`config.mk`:
```
export PLATFORM = sky130hd
export DESIGN_NAME = dtsi_queue
export DESIGN_NICKNAME = d
export VERILOG_FILES = /design/src/rtl/dtsi_pkg.sv /design/src/rtl/dtsi_queue.sv
export VERILOG_INCLUDE_DIRS = /design/src /design/src/rtl
export SDC_FILE = /design/constraint.sdc
export NUM_CORES = 1
export LEC_CHECK = 0
export BUFFER_PORTS_ARGS = -buffer_cell sky130_fd_sc_hd__buf_4
export CORE_MARGIN = 2
export CORE_UTILIZATION = 56
export DETAILED_ROUTE_END_ITERATION = 8
export PLACE_DENSITY = 0.89
export SETUP_SLACK_MARGIN = 0.5
export SLEW_MARGIN = 0
export SYNTH_ARGS = -nofsm -noshare
export SYNTH_HDL_FRONTEND = slang
export SYNTH_SLANG_ARGS = --single-unit
```
`constraint.sdc`:
```
create_clock -name clk -period 18.8 [get_ports clk]
set_input_delay 1.88 -clock clk [delete_from_list [all_inputs] [get_ports clk]]
set_output_delay 1.88 -clock clk [all_outputs]
set_load 0.02 [all_outputs]
```
`src/rtl/decimal_text_to_scaled_int_macros.svh`:
```
// assertion macros shared by the front, queue and top of the decimal text parser
`ifndef DECIMAL_TEXT_TO_SCALED_INT_MACROS_SVH
`define DECIMAL_TEXT_TO_SCALED_INT_MACROS_SVH

// property checked on every clock, off while reset is low
`define DTSI_ASSERT(lbl, prop, msg) \
    lbl: assert property (@(posedge clk) disable iff (!rst_n) (prop)) else $error(msg);

// antecedent on one clock, consequent on the next
`define DTSI_ASSERT_NEXT(lbl, ante, cons, msg) \
    lbl: assert property (@(posedge clk) disable iff (!rst_n) (ante) |=> (cons)) \
        else $error(msg);

`endif

```
`src/rtl/dtsi_pkg.sv`:
```
// types, codes and the power-of-ten table for the decimal text parser
`timescale 1ns / 1ps

package dtsi_pkg;

    localparam int unsigned VALUE_W = 63;
    localparam int unsigned SCALE_W = 5;
    localparam int unsigned POW10_W = 60;

    localparam logic [SCALE_W-1:0] MAX_SCALE = 5'd18;
    localparam logic [SCALE_W-1:0] DIGITS_SAT = 5'd31;

    localparam logic [2:0] ST_OK     = 3'd0;
    localparam logic [2:0] ST_EMPTY  = 3'd1;
    localparam logic [2:0] ST_SCALE  = 3'd2;
    localparam logic [2:0] ST_FORMAT = 3'd3;
    localparam logic [2:0] ST_NEG    = 3'd4;
    localparam logic [2:0] ST_CHAR   = 3'd5;
    localparam logic [2:0] ST_OVF    = 3'd6;
    localparam logic [2:0] ST_PREC   = 3'd7;

    localparam logic [7:0] CH_DOT   = 8'h2E;
    localparam logic [7:0] CH_MINUS = 8'h2D;
    localparam logic [7:0] CH_ZERO  = 8'h30;
    localparam logic [7:0] CH_NINE  = 8'h39;

    typedef struct packed {
        logic [7:0] character;
        logic       no_char;
        logic       last;
    } char_beat_t;

    typedef struct packed {
        logic [VALUE_W-1:0] value;
        logic [2:0]         status;
    } res_beat_t;

    // one finished text handed from the front to the back
    typedef struct packed {
        logic [VALUE_W-1:0] whole;
        logic [VALUE_W-1:0] frac;
        logic [SCALE_W-1:0] frac_digits;
        logic [2:0]         status;
    } job_t;

    typedef struct packed {
        logic full;
        logic nonempty;
    } queue_flags_t;

    function automatic logic [POW10_W-1:0] pow10(input logic [SCALE_W-1:0] e);
        logic [POW10_W-1:0] p;
        begin
            case (e)
                5'd0:    p = 60'd1;
                5'd1:    p = 60'd10;
                5'd2:    p = 60'd100;
                5'd3:    p = 60'd1000;
                5'd4:    p = 60'd10000;
                5'd5:    p = 60'd100000;
                5'd6:    p = 60'd1000000;
                5'd7:    p = 60'd10000000;
                5'd8:    p = 60'd100000000;
                5'd9:    p = 60'd1000000000;
                5'd10:   p = 60'd10000000000;
                5'd11:   p = 60'd100000000000;
                5'd12:   p = 60'd1000000000000;
                5'd13:   p = 60'd10000000000000;
                5'd14:   p = 60'd100000000000000;
                5'd15:   p = 60'd1000000000000000;
                5'd16:   p = 60'd10000000000000000;
                5'd17:   p = 60'd100000000000000000;
                5'd18:   p = 60'd1000000000000000000;
                default: p = 60'd0;
            endcase
            return p;
        end
    endfunction

endpackage

```
`src/rtl/dtsi_queue.sv`:
```
// short job queue between front and back
`timescale 1ns / 1ps
`include "decimal_text_to_scaled_int_macros.svh"

module dtsi_queue #(
    parameter int unsigned DEPTH = 2
) (
    input  logic                   clk,
    input  logic                   rst_n,
    input  logic                   push,
    input  dtsi_pkg::job_t         push_job,
    input  logic                   pop,
    output dtsi_pkg::job_t         head_job,
    output dtsi_pkg::queue_flags_t flags
);

    localparam int unsigned PTR_W = (DEPTH > 1) ? $clog2(DEPTH) : 1;
    localparam int unsigned CNT_W = $clog2(DEPTH + 1);
    localparam logic [PTR_W-1:0] LAST_PTR = PTR_W'(DEPTH - 1);
    localparam logic [CNT_W-1:0] FULL_CNT = CNT_W'(DEPTH);

    dtsi_pkg::job_t   slots_reg [DEPTH];
    logic [PTR_W-1:0] wr_ptr_reg, wr_ptr_next;
    logic [PTR_W-1:0] rd_ptr_reg, rd_ptr_next;
    logic [CNT_W-1:0] count_reg, count_next;

    assign head_job       = slots_reg[rd_ptr_reg];
    assign flags.full     = (count_reg == FULL_CNT);
    assign flags.nonempty = (count_reg != '0);

    always_comb
    begin
        wr_ptr_next = wr_ptr_reg;
        rd_ptr_next = rd_ptr_reg;
        count_next  = count_reg;
        if (push)
        begin
            wr_ptr_next = (wr_ptr_reg == LAST_PTR) ? '0 : wr_ptr_reg + 1'b1;
        end
        if (pop)
        begin
            rd_ptr_next = (rd_ptr_reg == LAST_PTR) ? '0 : rd_ptr_reg + 1'b1;
        end
        if (push && !pop)
        begin
            count_next = count_reg + 1'b1;
        end
        else if (pop && !push)
        begin
            count_next = count_reg - 1'b1;
        end
    end

    always_ff @(posedge clk)
    begin
        if (push)
        begin
            slots_reg[wr_ptr_reg] <= push_job;
        end
    end

    always_ff @(posedge clk or negedge rst_n)
    begin
        if (!rst_n)
        begin
            wr_ptr_reg <= '0;
            rd_ptr_reg <= '0;
            count_reg  <= '0;
        end
        else
        begin
            wr_ptr_reg <= wr_ptr_next;
            rd_ptr_reg <= rd_ptr_next;
            count_reg  <= count_next;
        end
    end

    `DTSI_ASSERT(a_no_push_full, (count_reg == FULL_CNT) |-> !push, "push into full queue")
    `DTSI_ASSERT(a_no_pop_empty, pop |-> (count_reg != '0), "pop from empty queue")

endmodule

```
==> impl_metrics.json <==
{
  "path_clk_slew_ps": 60,
  "h-tree-depth": 1,
  "syn_area_um2": 10050,
  "slew_violations": 0,
  "largest_reg_flops": 268,
  "worst_pin_slew_ps": 1204,
  "track_usage": 0.1968,
  "postCtsSetupBuffers": 0,
  "placedCellCount": 921,
  "synthSimpleGateAreaFrac": 0.002863,
  "layout_common_cells": "buf_4, edfxtp_1, mux2_2, mux2_4, clkbuf_16",
  "fmax_mhz": 223.2,
  "critPathRequiredTime_ps": 16920,
  "clock_sinks": 272,
  "cts_buffer_depth": 3,
  "ctsResizeCount": 0,
  "cts-root-buf": "clkbuf_16",
  "ys_warn_count": 0,
  "leakage_uw": 0.005089,
  "final_nets": 864,
  "grt_start_max_net_pins": 92,
  "dr.pass1.iters": 4,
  "antenna_found_initial": 0,
  "synth_top_family_by_area": "multiplexers",
  "first_iter_violations": 329,
  "grt_pass1_vias": 5376,
  "diodes": 0,
  "avgSynthCellArea_um2": 23.22,
  "worstPathArrival_ps": 2600,
  "final_cells": 970,
  "pin_count": 274,
  "drtAntennaViolNets": 0,
  "via_per_inst": 5.238,
  "crit_top_cell": "buf_4",
  "synth_xor_area_frac": 0.004356,
  "numCtsBuffers": 27,
  "reg2reg_from": "wr_ptr_reg",
  "crit_family": "buffers and inverters",
  "synthAdderAreaFrac": 0.001245,
  "cp.buffers_inverters": 2,
  "area_delta_synth_final_pct": 30.82,
  "layout_commonest_cell": "buf_4",
  "cp_max_fo": 48,
  "wirelength_um": 19640,
  "synthMuxAreaShare": 0.1688,
  "drive_gt1_frac": 0.6013,
  "hold_path_depth": 1,
  "crit_slowest_cell": "buf_4",
  "powerDensity_nw_per_um2": 157.2,
  "core_area_um2": 17420,
  "slew_headroom": 0.1975,
  "grt_pass1_wl_um": 28100,
  "clkLatencyLatePin_ps": 510,
  "rows": 48,
  "via_count": 5081,
  "finalCritPeriodShare": 0.2383,
  "syn-num-nets": 572,
  "crit_path_start_kind": "flip-flop",
  "total_power_uw": 2068,
  "hold_violations": 0,
  "holdWs_ps": 503.1,
  "finalClockSkew_ps": 18.19,
  "dieHeight_um": 138.0,
  "max-vdd-ir-drop_mv": 0.1149,
  "min_from": "count_reg[1]",
  "start_util": 0.5772,
  "fin_crit_ps": 4480,
  "ff2ff_setup_slack_ps": 15730,
  "crit_path_end_kind": "primary output",
  "die_x_um": 138.0,
  "synth_cell_types": 14,
  "slowest_delay_ps": 740,
  "finish.utilization": 0.7550,
  "cp.depth": 3,
  "drc": 0,
  "cts_tree": "built",
  "syn_inst": 433,
  "synth-compound-area-share": 0,
  "wl_per_cell_um": 20.25,
  "fillers": 988,
  "hold_end": "count_reg[1]",
  "ys_ff_latch": 272,
  "path_class": "reg2out",
  "dieArea_um2": 19040,
  "crit_chain": "buf_4 > mux2_2 > buf_4",
  "reg2reg_to": "slots_reg[0][62]",
  "grt-ovfl-total": 0,
  "cap_violations": 0,
  "min_path_type": "reg2reg",
  "finalSetupViolCount": 0,
  "ctsHoldBuffers": 0,
  "fin_setup_tns_ps": 0,
  "status": "finished clean",
  "portBuffers": 273,
  "gp_congestion": 0.7517,
  "rsz0062_at_grt": "no",
  "reg2regPathDepth": 3,
  "synth-seq-area-share": 0.8106,
  "detailed_place_hpwl_um": 13310
}
-- per-layer routing --
metal  track usage  vias to the layer above  wire length, um
met1        0.2265                     2497             7058
met2        0.3501                      237            10170
met4       0.07370                        0              627
met3       0.05592                       45             1784
met5             0                        -                0
li1              -                     2302                -
-- final cells by class --
| cell class | instances | area, um2 | share of cell area |
|---|---|---|---|
| multi-input combinational | 145 | 1792 | 0.1363 |
| clock buffer | 36 | 729.5 | 0.05547 |
| timing repair buffer | 278 | 2087 | 0.1587 |
| inverter | 1 | 3.754 | 0.0002854 |
| clock inverter | 13 | 105.1 | 0.007992 |
| sequential | 272 | 8152 | 0.6199 |
| tap | 225 | 281.5 | 0.02141 |
-- power breakdown --
group | switching [uW] | leakage [uW] | internal (uW)
Sequential | 43.9 | 0.00256 | 807
Combinational | 381 | 0.00213 | 336
Clock | 203 | 0.000399 | 297
Total | 628 | 0.00509 | 1440
-- logic make-up (layout without fill, tap and decap cells) --
kind of cell / after synthesis / after routing
DFF: 272 / 272
xor gates and xnor gates: 5 / 5
muxes: 134 / 134
buffers and inverters: 16 / 328
and+or+nand+nor: 5 / 5
adders and majority gates: 1 / 1
-- metrics by stage --
step | instance area (um2) | worst slack (ps)
global route | 13150 | 14210
finish | 13150 | 14320
CTS | 13150 | 14280
floorplan | 10050 | 10470
global placement | 12320 | 14230
detailed placement | 12320 | 14110
-- cell usage after synthesis --
master    instances  share of area
edfxtp_1        268           0.80
mux2_2           84          0.094
mux2_4           50          0.075
buf_2             8         0.0040
buf_6             7         0.0078
dfrtp_1           4          0.010
xor2_1            4         0.0035
nor2b_1           2         0.0012
and2_1            1        0.00062
ha_1              1         0.0012
inv_1             1        0.00037
nor2_1            1        0.00037
or2_2             1        0.00062
xnor2_1           1        0.00087
-- worst max path at each step --
stage / startpoint / to / slack, ps
after floorplan: push / slots_reg[0][0] / 10470
after global placement: push / slots_reg[0][86] / 14230
after detailed placement: push / slots_reg[0][84] / 14110
after CTS: rd_ptr_reg / head_job[122] / 14280
after global routing: rd_ptr_reg / head_job[117] / 14210
final: rd_ptr_reg / head_job[113] / 14320
No activity file was read; power rests on OpenSTA's default activity.
