$ cat config.mk
export PLATFORM = sky130hd
export DESIGN_NAME = dtsi_front
export DESIGN_NICKNAME = d
export VERILOG_FILES = /design/src/rtl/dtsi_pkg.sv /design/src/rtl/dtsi_front.sv
export VERILOG_INCLUDE_DIRS = /design/src /design/src/rtl
export SDC_FILE = /design/constraint.sdc
export NUM_CORES = 1
export LEC_CHECK = 0
export BUFFER_PORTS_ARGS = -buffer_cell sky130_fd_sc_hd__buf_2
export CELL_PAD_IN_SITES_DETAIL_PLACEMENT = 0
export CELL_PAD_IN_SITES_GLOBAL_PLACEMENT = 1
export CORE_ASPECT_RATIO = 0.7
export CORE_MARGIN = 2
export CORE_UTILIZATION = 46
export CTS_CLUSTER_SIZE = 12
export DETAILED_ROUTE_END_ITERATION = 8
export PLACE_DENSITY_LB_ADDON = 0.1
export RECOVER_POWER = 100
export SLEW_MARGIN = 0
export SYNTH_ARGS = -nofsm -noshare
export SYNTH_HDL_FRONTEND = slang
export SYNTH_SLANG_ARGS = --single-unit
$ cat constraint.sdc
create_clock -name clk -period 8.8 [get_ports clk]
set_input_delay 2.2 -clock clk [delete_from_list [all_inputs] [get_ports clk]]
set_output_delay 2.2 -clock clk [all_outputs]
set_load 0.05 [all_outputs]
$ cat src/rtl/decimal_text_to_scaled_int_macros.svh
// assertion macros shared by the front, queue and top of the decimal text parser
`ifndef DECIMAL_TEXT_TO_SCALED_INT_MACROS_SVH
`define DECIMAL_TEXT_TO_SCALED_INT_MACROS_SVH

// property checked on every clock, off while reset is low
`define DTSI_ASSERT(lbl, prop, msg) \
    lbl: assert property (@(posedge clk) disable iff (!rst_n) (prop)) else $error(msg);

// antecedent on one clock, consequent on the next
`define DTSI_ASSERT_NEXT(lbl, ante, cons, msg) \
    lbl: assert property (@(posedge clk) disable iff (!rst_n) (ante) |=> (cons)) \
        else $error(msg);

`endif

$ cat src/rtl/dtsi_pkg.sv
// types, codes and the power-of-ten table for the decimal text parser
`timescale 1ns / 1ps

package dtsi_pkg;

    localparam int unsigned VALUE_W = 63;
    localparam int unsigned SCALE_W = 5;
    localparam int unsigned POW10_W = 60;

    localparam logic [SCALE_W-1:0] MAX_SCALE = 5'd18;
    localparam logic [SCALE_W-1:0] DIGITS_SAT = 5'd31;

    localparam logic [2:0] ST_OK     = 3'd0;
    localparam logic [2:0] ST_EMPTY  = 3'd1;
    localparam logic [2:0] ST_SCALE  = 3'd2;
    localparam logic [2:0] ST_FORMAT = 3'd3;
    localparam logic [2:0] ST_NEG    = 3'd4;
    localparam logic [2:0] ST_CHAR   = 3'd5;
    localparam logic [2:0] ST_OVF    = 3'd6;
    localparam logic [2:0] ST_PREC   = 3'd7;

    localparam logic [7:0] CH_DOT   = 8'h2E;
    localparam logic [7:0] CH_MINUS = 8'h2D;
    localparam logic [7:0] CH_ZERO  = 8'h30;
    localparam logic [7:0] CH_NINE  = 8'h39;

    typedef struct packed {
        logic [7:0] character;
        logic       no_char;
        logic       last;
    } char_beat_t;

    typedef struct packed {
        logic [VALUE_W-1:0] value;
        logic [2:0]         status;
    } res_beat_t;

    // one finished text handed from the front to the back
    typedef struct packed {
        logic [VALUE_W-1:0] whole;
        logic [VALUE_W-1:0] frac;
        logic [SCALE_W-1:0] frac_digits;
        logic [2:0]         status;
    } job_t;

    typedef struct packed {
        logic full;
        logic nonempty;
    } queue_flags_t;

    function automatic logic [POW10_W-1:0] pow10(input logic [SCALE_W-1:0] e);
        logic [POW10_W-1:0] p;
        begin
            case (e)
                5'd0:    p = 60'd1;
                5'd1:    p = 60'd10;
                5'd2:    p = 60'd100;
                5'd3:    p = 60'd1000;
                5'd4:    p = 60'd10000;
                5'd5:    p = 60'd100000;
                5'd6:    p = 60'd1000000;
                5'd7:    p = 60'd10000000;
                5'd8:    p = 60'd100000000;
                5'd9:    p = 60'd1000000000;
                5'd10:   p = 60'd10000000000;
                5'd11:   p = 60'd100000000000;
                5'd12:   p = 60'd1000000000000;
                5'd13:   p = 60'd10000000000000;
                5'd14:   p = 60'd100000000000000;
                5'd15:   p = 60'd1000000000000000;
                5'd16:   p = 60'd10000000000000000;
                5'd17:   p = 60'd100000000000000000;
                5'd18:   p = 60'd1000000000000000000;
                default: p = 60'd0;
            endcase
            return p;
        end
    endfunction

endpackage

$ cat src/rtl/dtsi_front.sv
// front end: per-character accumulate, error latch, job hand-off on last
`timescale 1ns / 1ps
`include "decimal_text_to_scaled_int_macros.svh"

module dtsi_front (
    input  logic                          clk,
    input  logic                          rst_n,
    input  logic [dtsi_pkg::SCALE_W-1:0]  scale,
    input  logic                          take,
    input  dtsi_pkg::char_beat_t          beat,
    output logic                          push,
    output dtsi_pkg::job_t                job
);

    logic [dtsi_pkg::VALUE_W-1:0] whole_reg, whole_next;
    logic [dtsi_pkg::VALUE_W-1:0] frac_reg, frac_next;
    logic [dtsi_pkg::SCALE_W-1:0] digits_reg, digits_next;
    logic                         seen_reg, seen_next;
    logic                         first_reg, first_next;
    logic                         only_pt_reg, only_pt_next;
    logic [2:0]                   err_reg, err_next;

    logic [7:0]                   c;
    logic                         is_digit;
    logic [3:0]                   digit;
    logic [dtsi_pkg::VALUE_W-1:0] acc_sel;
    logic [dtsi_pkg::VALUE_W+3:0] acc_ext;
    logic [dtsi_pkg::VALUE_W+3:0] acc_times10;
    logic                         acc_ovf;

    assign c        = beat.character;
    assign is_digit = (c >= dtsi_pkg::CH_ZERO) && (c <= dtsi_pkg::CH_NINE);
    assign digit    = c[3:0];
    assign acc_sel  = seen_reg ? frac_reg : whole_reg;
    assign acc_ext  = {4'b0, acc_sel};

    // acc*10 + d as shift-add, overflow when it passes 2^63-1
    assign acc_times10 = (acc_ext << 3) + (acc_ext << 1) + {63'b0, digit};
    assign acc_ovf     = |acc_times10[dtsi_pkg::VALUE_W+3:dtsi_pkg::VALUE_W];

    always_comb
    begin
        whole_next   = whole_reg;
        frac_next    = frac_reg;
        digits_next  = digits_reg;
        seen_next    = seen_reg;
        first_next   = first_reg;
        only_pt_next = only_pt_reg;
        err_next     = err_reg;
        push         = 1'b0;
        job          = '0;

        if (take)
        begin
            if (!beat.no_char)
            begin
                if (err_reg == dtsi_pkg::ST_OK)
                begin
                    if (first_reg && (scale > dtsi_pkg::MAX_SCALE))
                    begin
                        err_next = dtsi_pkg::ST_SCALE;
                    end
                    else
                    begin
                        if (seen_reg && (c == dtsi_pkg::CH_DOT))
                        begin
                            err_next = dtsi_pkg::ST_FORMAT;
                        end
                        else if (first_reg && beat.last && (c == dtsi_pkg::CH_DOT))
                        begin
                            err_next = dtsi_pkg::ST_FORMAT;
                        end
                        else if (c == dtsi_pkg::CH_MINUS)
                        begin
                            err_next = dtsi_pkg::ST_NEG;
                        end
                        else if ((c != dtsi_pkg::CH_DOT) && !is_digit)
                        begin
                            err_next = dtsi_pkg::ST_CHAR;
                        end
                        else if (c == dtsi_pkg::CH_DOT)
                        begin
                            seen_next = 1'b1;
                        end
                        else if (acc_ovf)
                        begin
                            err_next = dtsi_pkg::ST_OVF;
                        end
                        else if (seen_reg)
                        begin
                            frac_next = acc_times10[dtsi_pkg::VALUE_W-1:0];
                            if (digits_reg != dtsi_pkg::DIGITS_SAT)
                            begin
                                digits_next = digits_reg + 5'd1;
                            end
                        end
                        else
                        begin
                            whole_next = acc_times10[dtsi_pkg::VALUE_W-1:0];
                        end
                        only_pt_next = first_reg && (c == dtsi_pkg::CH_DOT);
                    end
                end
                first_next = 1'b0;
            end

            if (beat.last)
            begin
                push            = 1'b1;
                job.whole       = whole_next;
                job.frac        = frac_next;
                job.frac_digits = digits_next;
                if (first_next)
                begin
                    job.status = dtsi_pkg::ST_EMPTY;
                end
                else if (err_next != dtsi_pkg::ST_OK)
                begin
                    job.status = err_next;
                end
                else if (only_pt_next)
                begin
                    job.status = dtsi_pkg::ST_FORMAT;
                end
                else
                begin
                    job.status = dtsi_pkg::ST_OK;
                end

                // next beat opens a new text
                whole_next   = '0;
                frac_next    = '0;
                digits_next  = '0;
                seen_next    = 1'b0;
                first_next   = 1'b1;
                only_pt_next = 1'b0;
                err_next     = dtsi_pkg::ST_OK;
            end
        end
    end

    always_ff @(posedge clk or negedge rst_n)
    begin
        if (!rst_n)
        begin
            whole_reg   <= '0;
            frac_reg    <= '0;
            digits_reg  <= '0;
            seen_reg    <= 1'b0;
            first_reg   <= 1'b1;
            only_pt_reg <= 1'b0;
            err_reg     <= dtsi_pkg::ST_OK;
        end
        else
        begin
            whole_reg   <= whole_next;
            frac_reg    <= frac_next;
            digits_reg  <= digits_next;
            seen_reg    <= seen_next;
            first_reg   <= first_next;
            only_pt_reg <= only_pt_next;
            err_reg     <= err_next;
        end
    end

    `DTSI_ASSERT_NEXT(a_text_cleared, take && beat.last, first_reg && !seen_reg && (err_reg == dtsi_pkg::ST_OK), "text state not cleared after last beat")
    `DTSI_ASSERT_NEXT(a_err_sticky, (err_reg != dtsi_pkg::ST_OK) && !(take && beat.last), $stable(err_reg), "latched error changed mid text")

endmodule

==> tab_implementation.tex, run 1 <==
\begin{tabular}{lr}
\hline
Metric & Value \\
\hline
\multicolumn{2}{l}{\textbf{Place}} \\
\quad IO Port Bufs & 152 \\
\quad Number of placed instances with taps included & 1853 \\
\quad Placed standard-cell area & 13900 µm² \\
\quad Last weighted congestion value of the routability-driven placer & 0.910 \\
\quad Worst-case setup slack after placement & 0.0663 ns \\
\quad DPL Wire Length & 28900 µm \\
\multicolumn{2}{l}{\textbf{Yosys}} \\
\quad Synth Area in Compound Gates & 0.231 \\
\quad Xor and xnor area share after synthesis & 0.0419 \\
\quad Simple-Gate Fraction of Synth Area & 0.127 \\
\quad Post-Synthesis Cell Area & 12500 µm² \\
\quad Share of synthesized registers carrying an async set or reset & 1.00 \\
\quad Number of synthesized register bits & 137 \\
\quad Synth Warn \# & 0 \\
\quad Share of synthesized area spent on multiplexers & 0.155 \\
\quad Most used flip-flop cell after synthesis & dfrtp\_1 \\
\quad Net count after synthesis & 1525 \\
\quad Dominant cell by count in the synthesized netlist & nor2\_1 \\
\quad Count of mapped cells out of synthesis & 1379 \\
\quad Post-synth EDFFs & 0 \\
\quad Distinct cell type count of the synthesized netlist & 79 \\
\quad Share of the synthesized area in the top cell type & 0.271 \\
\quad Most instantiated cells after synthesis & 179 x nor2\_1, 136 x dfrtp\_1, 126 x a22o\_1, 126 x ha\_1, 124 x mux2i\_1 \\
\quad Mean area per synthesized cell & 9.10 µm² \\
\quad Fraction of the mapped netlist area in adder cells & 0.129 \\
\quad Main combinational cell family by area after synthesis & compound AO/OA/AOI/OAI gates \\
\quad Area contributors post-synth & dfrtp\_1 27\%, ha\_1 13\%, mux2i\_1 9.9\% \\
\quad Register area share after synthesis & 0.273 \\
\quad Cell taking the most area after synthesis & dfrtp\_1 \\
\multicolumn{2}{l}{\textbf{Worst setup path}} \\
\quad Category of the worst setup path launch point & primary input \\
\quad Largest fanout of any net on the critical path & 11 \\
\quad CP cell instances & buf\_2, inv\_1, fa\_1, inv\_1, fa\_1, a21o\_1, a221oi\_2, or3\_4, a311oi\_2, nand2b\_1, a21oi\_1, buf\_4, o2111a\_1, a211oi\_4, nor4\_4, buf\_4, buf\_12, buf\_12, mux2i\_1, nor2\_1, clkbuf\_4 \\
\quad Crit path capture type & primary output \\
\quad CP required & 6.60 ns \\
\quad Family with the most delay on the worst path & buffers and inverters \\
\quad Arrival time reported for the critical path endpoint & 6.44 ns \\
\quad Critical setup path kind & primary input to primary output \\
\quad WP buf/inv & 8 \\
\quad Highest cell delay on the worst timing path & 0.54 ns \\
\quad CP max-delay cell & fa\_1 \\
\multicolumn{2}{l}{\textbf{Drt}} \\
\quad WL/cell & 20.3 µm \\
\quad Count of vias placed by the detailed router & 11300 \\
\quad Routed Antenna Nets & 0 \\
\quad Vias per cell & 5.98 \\
\quad Initial DRC Count & 883 \\
\quad First-pass iteration count of the detailed router & 6 \\
\quad DRT Wirelength & 38300 µm \\
\quad DRC viols & 0 \\
\multicolumn{2}{l}{\textbf{STA}} \\
\quad Relative max-transition margin & -1.82 \\
\quad Worst Tran Pin Value & 4.23 ns \\
\quad Hold WS & 0.524 ns \\
\quad Final hold violation count & 0 \\
\quad Total Neg Setup Slack & 0 ns \\
\quad Highest clock frequency the design can meet & 116 MHz \\
\quad Final min period & 8.64 ns \\
\quad Part of the cycle the worst path needs & 0.982 \\
\quad Final number of setup-violating endpoints & 0 \\
\quad Final worst setup slack & 0.156 ns \\
\quad Slew Limit Fails & 159 \\
\quad Clock Skew & 0.00794 ns \\
\multicolumn{2}{l}{\textbf{Final layout}} \\
\quad Fraction of final layout cells sized beyond drive strength 1 & 0.209 \\
\quad Area growth from synthesis to layout & 16.2\% \\
\quad Filler instances & 2548 \\
\quad Antenna cells & 0 \\
\quad NumNets Final & 1657 \\
\quad Non-Filler Cell Area, Final & 14600 µm² \\
\quad Final Instance Count excl. Fillers & 1888 \\
\multicolumn{2}{l}{\textbf{Power}} \\
\quad Power density cells & 101 nW/µm² \\
\quad Maximum vdd drop & 0.127 mV \\
\quad Leakage power total & 7.06 nW \\
\multicolumn{2}{l}{\textbf{Global route}} \\
\quad Global Route Usage Sum & 0.268 \\
\quad First-pass GRT wire length & 61100 µm \\
\quad Maximum number of pins on one net before global-route repair & 86 \\
\quad Number of global-route vias before repair & 10600 \\
\quad Aggregate global routing overflow & 0 \\
\quad Number of antenna violations at the first check in global routing & 0 \\
\multicolumn{2}{l}{\textbf{Outcome}} \\
\quad Violations in the final reports & max-capacitance violations, max-slew violations \\
\quad Run status & finished, violations left \\
\multicolumn{2}{l}{\textbf{Floorplan}} \\
\quad Number of placed I/O pins & 153 \\
\quad Core Box Area & 26800 µm² \\
\quad Horizontal extent of the die & 201 µm \\
\quad Initial Utilization & 0.468 \\
\quad Placement row count & 50 \\
\quad Vertical extent of the die & 142 µm \\
\quad Full die area & 28600 µm² \\
\multicolumn{2}{l}{\textbf{Clock network}} \\
\quad Cts-stage hold buffer count & 0 \\
\quad Clock transition at path regs & 0.06 ns \\
\quad Skew-Pair Late Insertion Delay & 0.44 ns \\
\quad Total CTS buffers & 17 \\
\quad CTS H-tree depth & 4 \\
\quad Root Driver & clkbuf\_16 \\
\quad Maximum buffer depth of the clock tree & 2 \\
\quad Number of clock sinks & 137 \\
\quad Clock tree from TritonCTS & yes \\
\multicolumn{2}{l}{\textbf{Worst hold path}} \\
\quad Hold crit path type & register to register \\
\multicolumn{2}{l}{\textbf{Flow run}} \\
\quad Total of max-cap violations & 3 \\
\hline
\end{tabular}
-- cell type report --
| cell class | count | area [µm²] | area share |
|---|---|---|---|
| Inverter | 22 | 82.6 | 0.00566 |
| Clock buffer | 22 | 474 | 0.0325 |
| Tap cell | 364 | 455 | 0.0312 |
| Timing Repair Buffer | 202 | 1350 | 0.0925 |
| Multi-Input combinational cell | 1131 | 8670 | 0.595 |
| Clock inverter | 10 | 118 | 0.00807 |
| Sequential cell | 137 | 3430 | 0.235 |
-- cells by family after synthesis --
logic type,Yosys count
fa+ha+maj,128
xor+xnor,60
mux,186
simple gates,356
buf+inv,111
compound gates,401
flops,137
-- through the flow --
step                 util  power (mW)
floorplan               -       0.710
global placement    0.518       0.746
detailed placement  0.518       0.748
CTS                 0.540        1.48
global route        0.545        1.52
finish              0.545        1.48
-- cell usage in the layout (no fill, tap or decap), types with 5 or more instances in the layout --
master	count
xnor2_1	31
a21o_1	22
nor3_1	15
or3_1	6
o21a_1	14
clkbuf_1	6
inv_1	20
mux2i_1	124
nand3_1	16
and3_1	7
buf_4	34
a21oi_1	92
buf_12	14
dfrtp_1	135
buf_2	140
a31oi_1	10
a211oi_1	12
nor2b_1	5
nor2_1	179
clkbuf_16	18
xor2_1	26
mux2_2	61
o21bai_1	13
ha_1	126
nand2b_1	5
nand4_1	22
o21ai_0	47
o21ai_1	15
a22o_1	126
clkbuf_4	6
o211ai_1	6
nand2_1	74
-- final timing paths --
| path | end | cells after the start | slack (ns) | from |
|---|---|---|---|---|
| hold reg to reg | frac_reg[36]$_DFFE_PN0P_ | 1 | 0.52 | frac_reg[36]$_DFFE_PN0P_ |
| setup / recovery | job[81] | 21 | 0.16 | beat[5] |
| hold / removal | frac_reg[36]$_DFFE_PN0P_ | 1 | 0.52 | frac_reg[36]$_DFFE_PN0P_ |
| setup reg to reg | frac_reg[28]$_DFFE_PN0P_ | 18 | 1.03 | seen_reg$_DFFE_PN0P_ |
| min in group asynchronous | frac_reg[5]$_DFFE_PN0P_ | 1 | 3.25 | rst_n |
| max in group asynchronous | seen_reg$_DFFE_PN0P_ | 2 | 2.13 | rst_n |
-- routing by layer --
metal / wire [µm] / GRT usage / up-vias / part of all wire
met5: 0 / 0 / - / 0
met4: 221 / 0.0426 / 0 / 0.0058
met3: 2550 / 0.0506 / 18 / 0.067
met2: 15000 / 0.357 / 343 / 0.39
met1: 20500 / 0.441 / 5511 / 0.54
li1: - / - / 5422 / -
-- power breakdown --
part	switching, mW	total (mW)	internal [mW]
Clock	0.297	0.737	0.440
Combinational	0.0725	0.0974	0.0249
Sequential	0.00585	0.641	0.635
-- timing repair --
action                                 CTS  global route
buffers inserted                         0             2
resized for setup                        0            26
endpoints found under the hold margin    0             0
setup endpoints to repair                0           130
No activity file was read; power rests on OpenSTA's default activity.
==> run 2: changes to the inputs <==
Settings changed: CORE_ASPECT_RATIO 0.7 to 0.6, CORE_UTILIZATION 46 to 35.
==> tab_implementation.tex, run 2 (synthesis gave the netlist of run 1 again) <==
\begin{tabular}{lr}
\hline
Metric & Value \\
\hline
\multicolumn{2}{l}{\textbf{Outcome}} \\
\quad Run status & finished, violations left \\
\quad Violations in the final reports & max-capacitance violations, max-slew violations \\
\multicolumn{2}{l}{\textbf{Worst setup path}} \\
\quad Crit path capture type & primary output \\
\quad Category of the worst setup path launch point & primary input \\
\quad Arrival time reported for the critical path endpoint & 6.39 ns (-0.05 ns) \\
\quad Capture point of the worst reg-to-reg path & frac\_reg[34]\$\_DFFE\_PN0P\_ \\
\quad Worst flop-to-flop path startpoint & seen\_reg\$\_DFFE\_PN0P\_ \\
\quad Largest fanout of any net on the critical path & 8 (-3) \\
\quad Critical setup path kind & primary input to primary output \\
\quad CP required & 6.60 ns (about the same) \\
\quad Slack of the worst reg-to-reg path & 2.45 ns (+1.42 ns) \\
\quad Number of cells on the worst reg-to-reg path & 20 (+2) \\
\multicolumn{2}{l}{\textbf{STA}} \\
\quad Highest clock frequency the design can meet & 116 MHz (+0.65\%) \\
\quad Final hold violation count & 0 (unchanged) \\
\quad Final worst setup slack & 0.212 ns (+0.0556 ns) \\
\quad Final number of setup-violating endpoints & 0 (unchanged) \\
\quad Clock Skew & 0.0166 ns (+0.00870 ns) \\
\quad Relative max-transition margin & -2.51 (-0.686) \\
\quad Part of the cycle the worst path needs & 0.976 (-0.00632) \\
\quad Slew Limit Fails & 92 (-42\%) \\
\quad Worst Tran Pin Value & 5.26 ns (+1.03 ns) \\
\quad Setup repair after global routing missed its margin & true \\
\quad Final min period & 8.59 ns (-0.0556 ns) \\
\multicolumn{2}{l}{\textbf{Final layout}} \\
\quad Final Instance Count excl. Fillers & 2018 (+6.9\%) \\
\quad NumNets Final & 1684 (+1.6\%) \\
\quad Most common cell after layout, fill and taps aside & nor2\_1 \\
\quad Antenna cells & 0 (unchanged) \\
\quad Post-route core utilization & 0.434 (-0.110) \\
\quad Filler instances & 3552 (+39\%) \\
\quad Fraction of final layout cells sized beyond drive strength 1 & 0.236 (+0.0267) \\
\quad Non-Filler Cell Area, Final & 15300 µm² (+4.6\%) \\
\quad Area growth from synthesis to layout & 21.6\% \\
\quad Highest-count cells in the layout ignoring fill and taps & 178 x nor2\_1, 135 x dfrtp\_1, 126 x a22o\_1, 125 x ha\_1, 118 x mux2i\_1 \\
\multicolumn{2}{l}{\textbf{Clock network}} \\
\quad Clock tree from TritonCTS & yes \\
\quad Skew-Pair Late Insertion Delay & 0.46 ns (+0.02 ns) \\
\quad Number of clock sinks & 137 (unchanged) \\
\quad Maximum buffer depth of the clock tree & 2 (unchanged) \\
\quad CTS H-tree depth & 4 (unchanged) \\
\quad Root Driver & clkbuf\_16 \\
\quad Clock transition at path regs & 0.06 ns (about the same) \\
\quad Cts-stage hold buffer count & 0 (unchanged) \\
\quad Total CTS buffers & 17 (unchanged) \\
\multicolumn{2}{l}{\textbf{Drt}} \\
\quad First-pass iteration count of the detailed router & 5 (-1) \\
\quad DRC viols & 0 (unchanged) \\
\quad WL/cell & 22.1 µm (+8.8\%) \\
\quad Count of vias placed by the detailed router & 11500 (+2.0\%) \\
\quad Routed Antenna Nets & 0 (unchanged) \\
\quad Initial DRC Count & 759 (-14\%) \\
\quad Vias per cell & 5.71 (-4.6\%) \\
\quad DRT Wirelength & 44500 µm (+16\%) \\
\multicolumn{2}{l}{\textbf{Global route}} \\
\quad Number of antenna violations at the first check in global routing & 0 (unchanged) \\
\quad First-pass GRT wire length & 67900 µm (+11\%) \\
\quad Global Route Usage Sum & 0.239 (-0.0297) \\
\quad Aggregate global routing overflow & 0 (unchanged) \\
\quad Number of global-route vias before repair & 10800 (+2.2\%) \\
\quad Maximum number of pins on one net before global-route repair & 92 (+7.0\%) \\
\multicolumn{2}{l}{\textbf{Worst hold path}} \\
\quad Hold path cells & 1 (unchanged) \\
\quad Worst-case hold path end point & whole\_reg[3]\$\_DFFE\_PN0P\_ \\
\quad Launch instance of the worst min-delay path & whole\_reg[3]\$\_DFFE\_PN0P\_ \\
\quad Hold crit path type & register to register \\
\multicolumn{2}{l}{\textbf{Floorplan}} \\
\quad Number of placed I/O pins & 153 (unchanged) \\
\quad Horizontal extent of the die & 248 µm (+23\%) \\
\quad Core Box Area & 35100 µm² (+31\%) \\
\quad Placement row count & 53 (+6.0\%) \\
\quad Initial Utilization & 0.357 (-0.112) \\
\quad Vertical extent of the die & 151 µm (+6.0\%) \\
\quad Full die area & 37400 µm² (+31\%) \\
\multicolumn{2}{l}{\textbf{Flow run}} \\
\quad Total of max-cap violations & 1 (-2) \\
\multicolumn{2}{l}{\textbf{Place}} \\
\quad IO Port Bufs & 152 (unchanged) \\
\quad Number of placed instances with taps included & 1977 (+6.7\%) \\
\quad DPL Wire Length & 33000 µm (+14\%) \\
\quad Placed standard-cell area & 14100 µm² (+2.0\%) \\
\quad Last weighted congestion value of the routability-driven placer & 0.904 (-0.58\%) \\
\quad Worst-case setup slack after placement & -0.117 ns (-0.183 ns) \\
\multicolumn{2}{l}{\textbf{Power}} \\
\quad Maximum vdd drop & 0.134 mV (+5.5\%) \\
\quad Leakage power total & 7.25 nW (+2.7\%) \\
\quad Power density cells & 103 nW/µm² (+2.0\%) \\
\hline
\end{tabular}
## run 2: cell count changes in the layout (fill, tap and decap cells not counted), moves of 3 or more
cell       change
buf_2         -31
buf_4         +38
buf_6         +23
bufinv_16      +3
clkbuf_8       -3
mux2i_1        -6
mux2i_2        +4
## run 2: worst max path at each step
stage | start | end | slack (ns) | depth (start not counted)
floorplan | beat[5] | job[3] | 0.24 | 17
global placement | beat[5] | job[108] | -0.03 | 22
detailed placement | beat[5] | job[93] | -0.12 | 22
CTS | beat[5] | job[0] | 0.007 | 20
global route | beat[5] | job[35] | -0.03 | 21
finish | beat[5] | job[4] | 0.21 | 20
## run 2: metal layers
layer / vias up / share of wire / track usage
li1: 5468 / - / -
met1: 5738 / 0.54 / 0.395
met2: 283 / 0.39 / 0.312
met3: 29 / 0.057 / 0.0412
met4: 0 / 0.0088 / 0.0452
met5: - / 0 / 0
## run 2: final cells by class
class / instances / area (µm²) / share of cell area
tap: 467 / 584 / 0.0383
clock buffer: 19 / 433 / 0.0284
multi-input combinational: 1131 / 8780 / 0.576
timing repair buffer: 229 / 1730 / 0.113
sequential: 137 / 3430 / 0.225
clock inverter: 13 / 218 / 0.0143
inverter: 22 / 82.6 / 0.00541
## run 2: worst max-delay path: stages
cell and delay, ns:
buf_2 0.10, inv_1 0.07, fa_1 0.52, inv_1 0.07, fa_1 0.39, a21o_1 0.20, a221oi_2 0.29, or3_4 0.23
a311oi_2 0.11, nand2b_1 0.20, a21oi_1 0.15, buf_4 0.16, o21ai_1 0.14, a211oi_4 0.41, nor4_4 0.12, buf_6 0.17
buf_6 0.14, a21o_1 0.15, a21oi_1 0.26, clkbuf_4 0.32
## run 2: metrics by stage
step	power [mW]	hold slack [ns]	setup TNS (ns)
CTS	1.59	0.526	0
global route	1.63	0.539	-0.663
finish	1.58	0.524	0
global placement	0.754	0.509	-0.0506
floorplan	0.710	0.477	0
detailed placement	0.754	0.512	-1.64
## run 2: repair_timing
item	4_1_cts	5_1_grt
resized for setup	4	129
pin swaps	3	10
gates cloned	0	2
buffers inserted	1	6
setup endpoints to repair	111	132
## run 2: power by group
part           total (mW)  internal (mW)  leakage [nW]  switching, mW
registers           0.640          0.635          1.91        0.00523
clock network       0.834          0.507         0.309          0.326
logic               0.102         0.0264          5.04         0.0754
total                1.58           1.17          7.25          0.407
==> run 3: changes to the inputs <==
Settings changed: CORE_ASPECT_RATIO 0.6 to 1.1, CTS_CLUSTER_DIAMETER set to 80.
==> tab_implementation.tex, run 3 (synthesis gave the netlist of run 1 again) <==
\begin{tabular}{lr}
\hline
Metric & Value \\
\hline
\multicolumn{2}{l}{\textbf{Final layout}} \\
\quad Filler instances & 3607 (+1.5\%) \\
\quad Non-Filler Cell Area, Final & 14700 µm² (-3.6\%) \\
\quad Area growth from synthesis to layout & 17.3\% \\
\quad Most common cell after layout, fill and taps aside & nor2\_1 \\
\quad NumNets Final & 1655 (-1.7\%) \\
\quad Final Instance Count excl. Fillers & 2003 (-0.74\%) \\
\quad Register area & 3430 µm² (unchanged) \\
\quad Area used by multi-input combinational logic & 8680 µm² (-1.1\%) \\
\quad Fraction of final layout cells sized beyond drive strength 1 & 0.212 (-0.0238) \\
\quad Highest-count cells in the layout ignoring fill and taps & 179 x nor2\_1, 135 x dfrtp\_1, 126 x a22o\_1, 126 x ha\_1, 117 x mux2i\_1 \\
\quad Antenna cells & 0 (unchanged) \\
\multicolumn{2}{l}{\textbf{Drt}} \\
\quad WL/cell & 18.8 µm (-15\%) \\
\quad DRC viols & 0 (unchanged) \\
\quad Initial DRC Count & 477 (-37\%) \\
\quad Vias per cell & 5.54 (-3.0\%) \\
\quad Count of vias placed by the detailed router & 11100 (-3.7\%) \\
\quad First-pass iteration count of the detailed router & 5 (unchanged) \\
\quad Routed Antenna Nets & 0 (unchanged) \\
\quad DRT Wirelength & 37600 µm (-16\%) \\
\multicolumn{2}{l}{\textbf{STA}} \\
\quad Final number of setup-violating endpoints & 0 (unchanged) \\
\quad Final hold violation count & 0 (unchanged) \\
\quad Highest clock frequency the design can meet & 117 MHz (+0.55\%) \\
\quad Clock Skew & 0.0124 ns (-0.00425 ns) \\
\quad Part of the cycle the worst path needs & 0.971 (-0.00533) \\
\quad Final min period & 8.54 ns (-0.0469 ns) \\
\quad Slew Limit Fails & 268 (+190\%) \\
\quad Worst Tran Pin Value & 4.41 ns (-0.848 ns) \\
\quad Relative max-transition margin & -1.94 (+0.565) \\
\quad Total Neg Setup Slack & 0 ns (unchanged) \\
\multicolumn{2}{l}{\textbf{Worst setup path}} \\
\quad Category of the worst setup path launch point & primary input \\
\quad Crit path from & beat[5] \\
\quad Crit path capture type & primary output \\
\quad Slack of the worst reg-to-reg path & 1.01 ns (-1.44 ns) \\
\quad Arrival time reported for the critical path endpoint & 6.34 ns (-0.05 ns) \\
\quad CP required & 6.60 ns (about the same) \\
\quad Critical setup path kind & primary input to primary output \\
\quad Largest fanout of any net on the critical path & 15 (+7) \\
\quad Worst flop-to-flop path startpoint & seen\_reg\$\_DFFE\_PN0P\_ \\
\multicolumn{2}{l}{\textbf{Global route}} \\
\quad First-pass GRT wire length & 60900 µm (-10\%) \\
\quad Number of global-route vias before repair & 11200 (+3.1\%) \\
\quad Maximum number of pins on one net before global-route repair & 76 (-17\%) \\
\quad Aggregate global routing overflow & 0 (unchanged) \\
\quad Global Route Usage Sum & 0.203 (-0.0358) \\
\quad Number of antenna violations at the first check in global routing & 0 (unchanged) \\
\multicolumn{2}{l}{\textbf{Outcome}} \\
\quad Violations in the final reports & max-capacitance violations, max-slew violations \\
\quad Run status & finished, violations left \\
\multicolumn{2}{l}{\textbf{Clock network}} \\
\quad Clock tree from TritonCTS & yes \\
\quad CTS H-tree depth & 4 (unchanged) \\
\quad Skew-Pair Late Insertion Delay & 0.44 ns (-0.02 ns) \\
\quad Number of clock sinks & 137 (unchanged) \\
\quad Clock transition at path regs & 0.06 ns (about the same) \\
\quad Maximum buffer depth of the clock tree & 2 (unchanged) \\
\quad Root Driver & clkbuf\_16 \\
\quad Total CTS buffers & 17 (unchanged) \\
\multicolumn{2}{l}{\textbf{Floorplan}} \\
\quad Full die area & 37400 µm² (-0.13\%) \\
\quad Core Box Area & 35200 µm² (+0.22\%) \\
\quad Vertical extent of the die & 203 µm (+34\%) \\
\quad Initial Utilization & 0.356 (-0.000786) \\
\quad Number of placed I/O pins & 153 (unchanged) \\
\quad Placement row count & 72 (+36\%) \\
\quad Horizontal extent of the die & 185 µm (-26\%) \\
\multicolumn{2}{l}{\textbf{Power}} \\
\quad Reg power frac & 0.419 (+0.013) \\
\quad Power density cells & 104 nW/µm² (+0.63\%) \\
\quad Switching power total & 374 µW (-8.2\%) \\
\quad Maximum vdd drop & 0.119 mV (-11\%) \\
\quad Internal power contribution & 1.16 mW (-1.1\%) \\
\quad Clock network fraction of design power & 0.520 (-0.009) \\
\quad Combinational Power Share & 0.061 (-0.004) \\
\quad Leakage power total & 6.95 nW (-4.2\%) \\
\quad Switching portion of total power & 0.244 (-0.0140) \\
\multicolumn{2}{l}{\textbf{Place}} \\
\quad Placed standard-cell area & 13900 µm² (-1.8\%) \\
\quad DPL Wire Length & 28000 µm (-15\%) \\
\quad Number of placed instances with taps included & 1961 (-0.81\%) \\
\quad IO Port Bufs & 152 (unchanged) \\
\quad Last weighted congestion value of the routability-driven placer & 0.818 (-9.5\%) \\
\multicolumn{2}{l}{\textbf{Flow run}} \\
\quad Total of max-cap violations & 4 (+3) \\
\multicolumn{2}{l}{\textbf{Worst hold path}} \\
\quad Hold crit path type & register to register \\
\quad Launch instance of the worst min-delay path & digits\_reg[4]\$\_DFFE\_PN0P\_ \\
\hline
\end{tabular}
[run 3: cell count changes in the layout (fill, tap and decap cells not counted), moves of 3 or more]
cell and change:
buf_12 -4, buf_2 -73, buf_4 -36, buf_6 -21
clkbuf_2 +106, clkbuf_8 +3, clkinv_2 +3, xnor2_1 +3
xnor2_2 -3
[run 3: final cells by class]
cell class | instances | share of cell area
Timing Repair Buffer | 200 | 0.0868
Multi-Input combinational cell | 1131 | 0.590
Tap cell | 481 | 0.0409
Clock buffer | 21 | 0.0320
Inverter | 22 | 0.00561
Sequential cell | 137 | 0.233
Clock inverter | 11 | 0.0114
[run 3: per-stage QoR]
step | hold slack, ns | total power, mW | utilization | worst slack, ns
2_1_floorplan | 0.477 | 0.710 | - | 0.241
3_3_place_gp | 0.503 | 0.746 | 0.394 | -0.124
3_5_place_dp | 0.508 | 0.748 | 0.394 | -0.112
4_1_cts | 0.525 | 1.55 | 0.413 | 0.00247
5_1_grt | 0.540 | 1.59 | 0.418 | -0.00734
6_report | 0.524 | 1.53 | 0.418 | 0.259
[run 3: layer usage]
| metal | GRT usage | up-vias | share of wire |
|---|---|---|---|
| met2 | 0.330 | 190 | 0.48 |
| li1 | - | 5403 | - |
| met4 | 0.0457 | 0 | 0.010 |
| met3 | 0.0257 | 24 | 0.028 |
| met1 | 0.287 | 5474 | 0.49 |
| met5 | 0 | - | 0 |
[run 3: timing repair]
action / 4_1_cts / 5_1_grt
cloned: 0 / 1
gates resized for setup: 2 / 32
pin swaps: 0 / 2
setup endpoints to repair: 120 / 131
hold buffers: 0 / 0
buffers inserted: 0 / 9
[run 3: worst paths after layout]
| kind | to | cells after the start |
|---|---|---|
| hold / removal | digits_reg[4]$_DFFE_PN0P_ | 2 |
| hold reg to reg | digits_reg[4]$_DFFE_PN0P_ | 2 |
| max in group asynchronous | frac_reg[27]$_DFFE_PN0P_ | 2 |
| min in group asynchronous | digits_reg[2]$_DFFE_PN0P_ | 1 |
| setup / recovery | job[74] | 20 |
| setup reg to reg | whole_reg[40]$_DFFE_PN0P_ | 16 |
[run 3: power groups by stage]
stage / registers (mW) / logic (mW) / clock network, mW
detailed placement: 0.652 / 0.0954 / 0
global placement: 0.652 / 0.0943 / 0
floorplan: 0.650 / 0.0600 / 0
finish: 0.641 / 0.0938 / 0.795
global route: 0.641 / 0.105 / 0.842
CTS: 0.640 / 0.0956 / 0.815
[run 3: critical path, cell delays in order]
cell and delay, ns:
buf_2 0.10, inv_1 0.08, fa_1 0.53, inv_1 0.07
ha_1 0.30, a211oi_2 0.18, o21bai_1 0.13, o2111a_2 0.30
o211a_1 0.28, nor4_4 0.20, o211a_1 0.29, o41ai_2 0.12
xor2_1 0.15, buf_4 0.17, nor4_4 0.27, buf_6 0.21
buf_12 0.19, mux2i_4 0.27, nor2_1 0.06, clkbuf_4 0.23
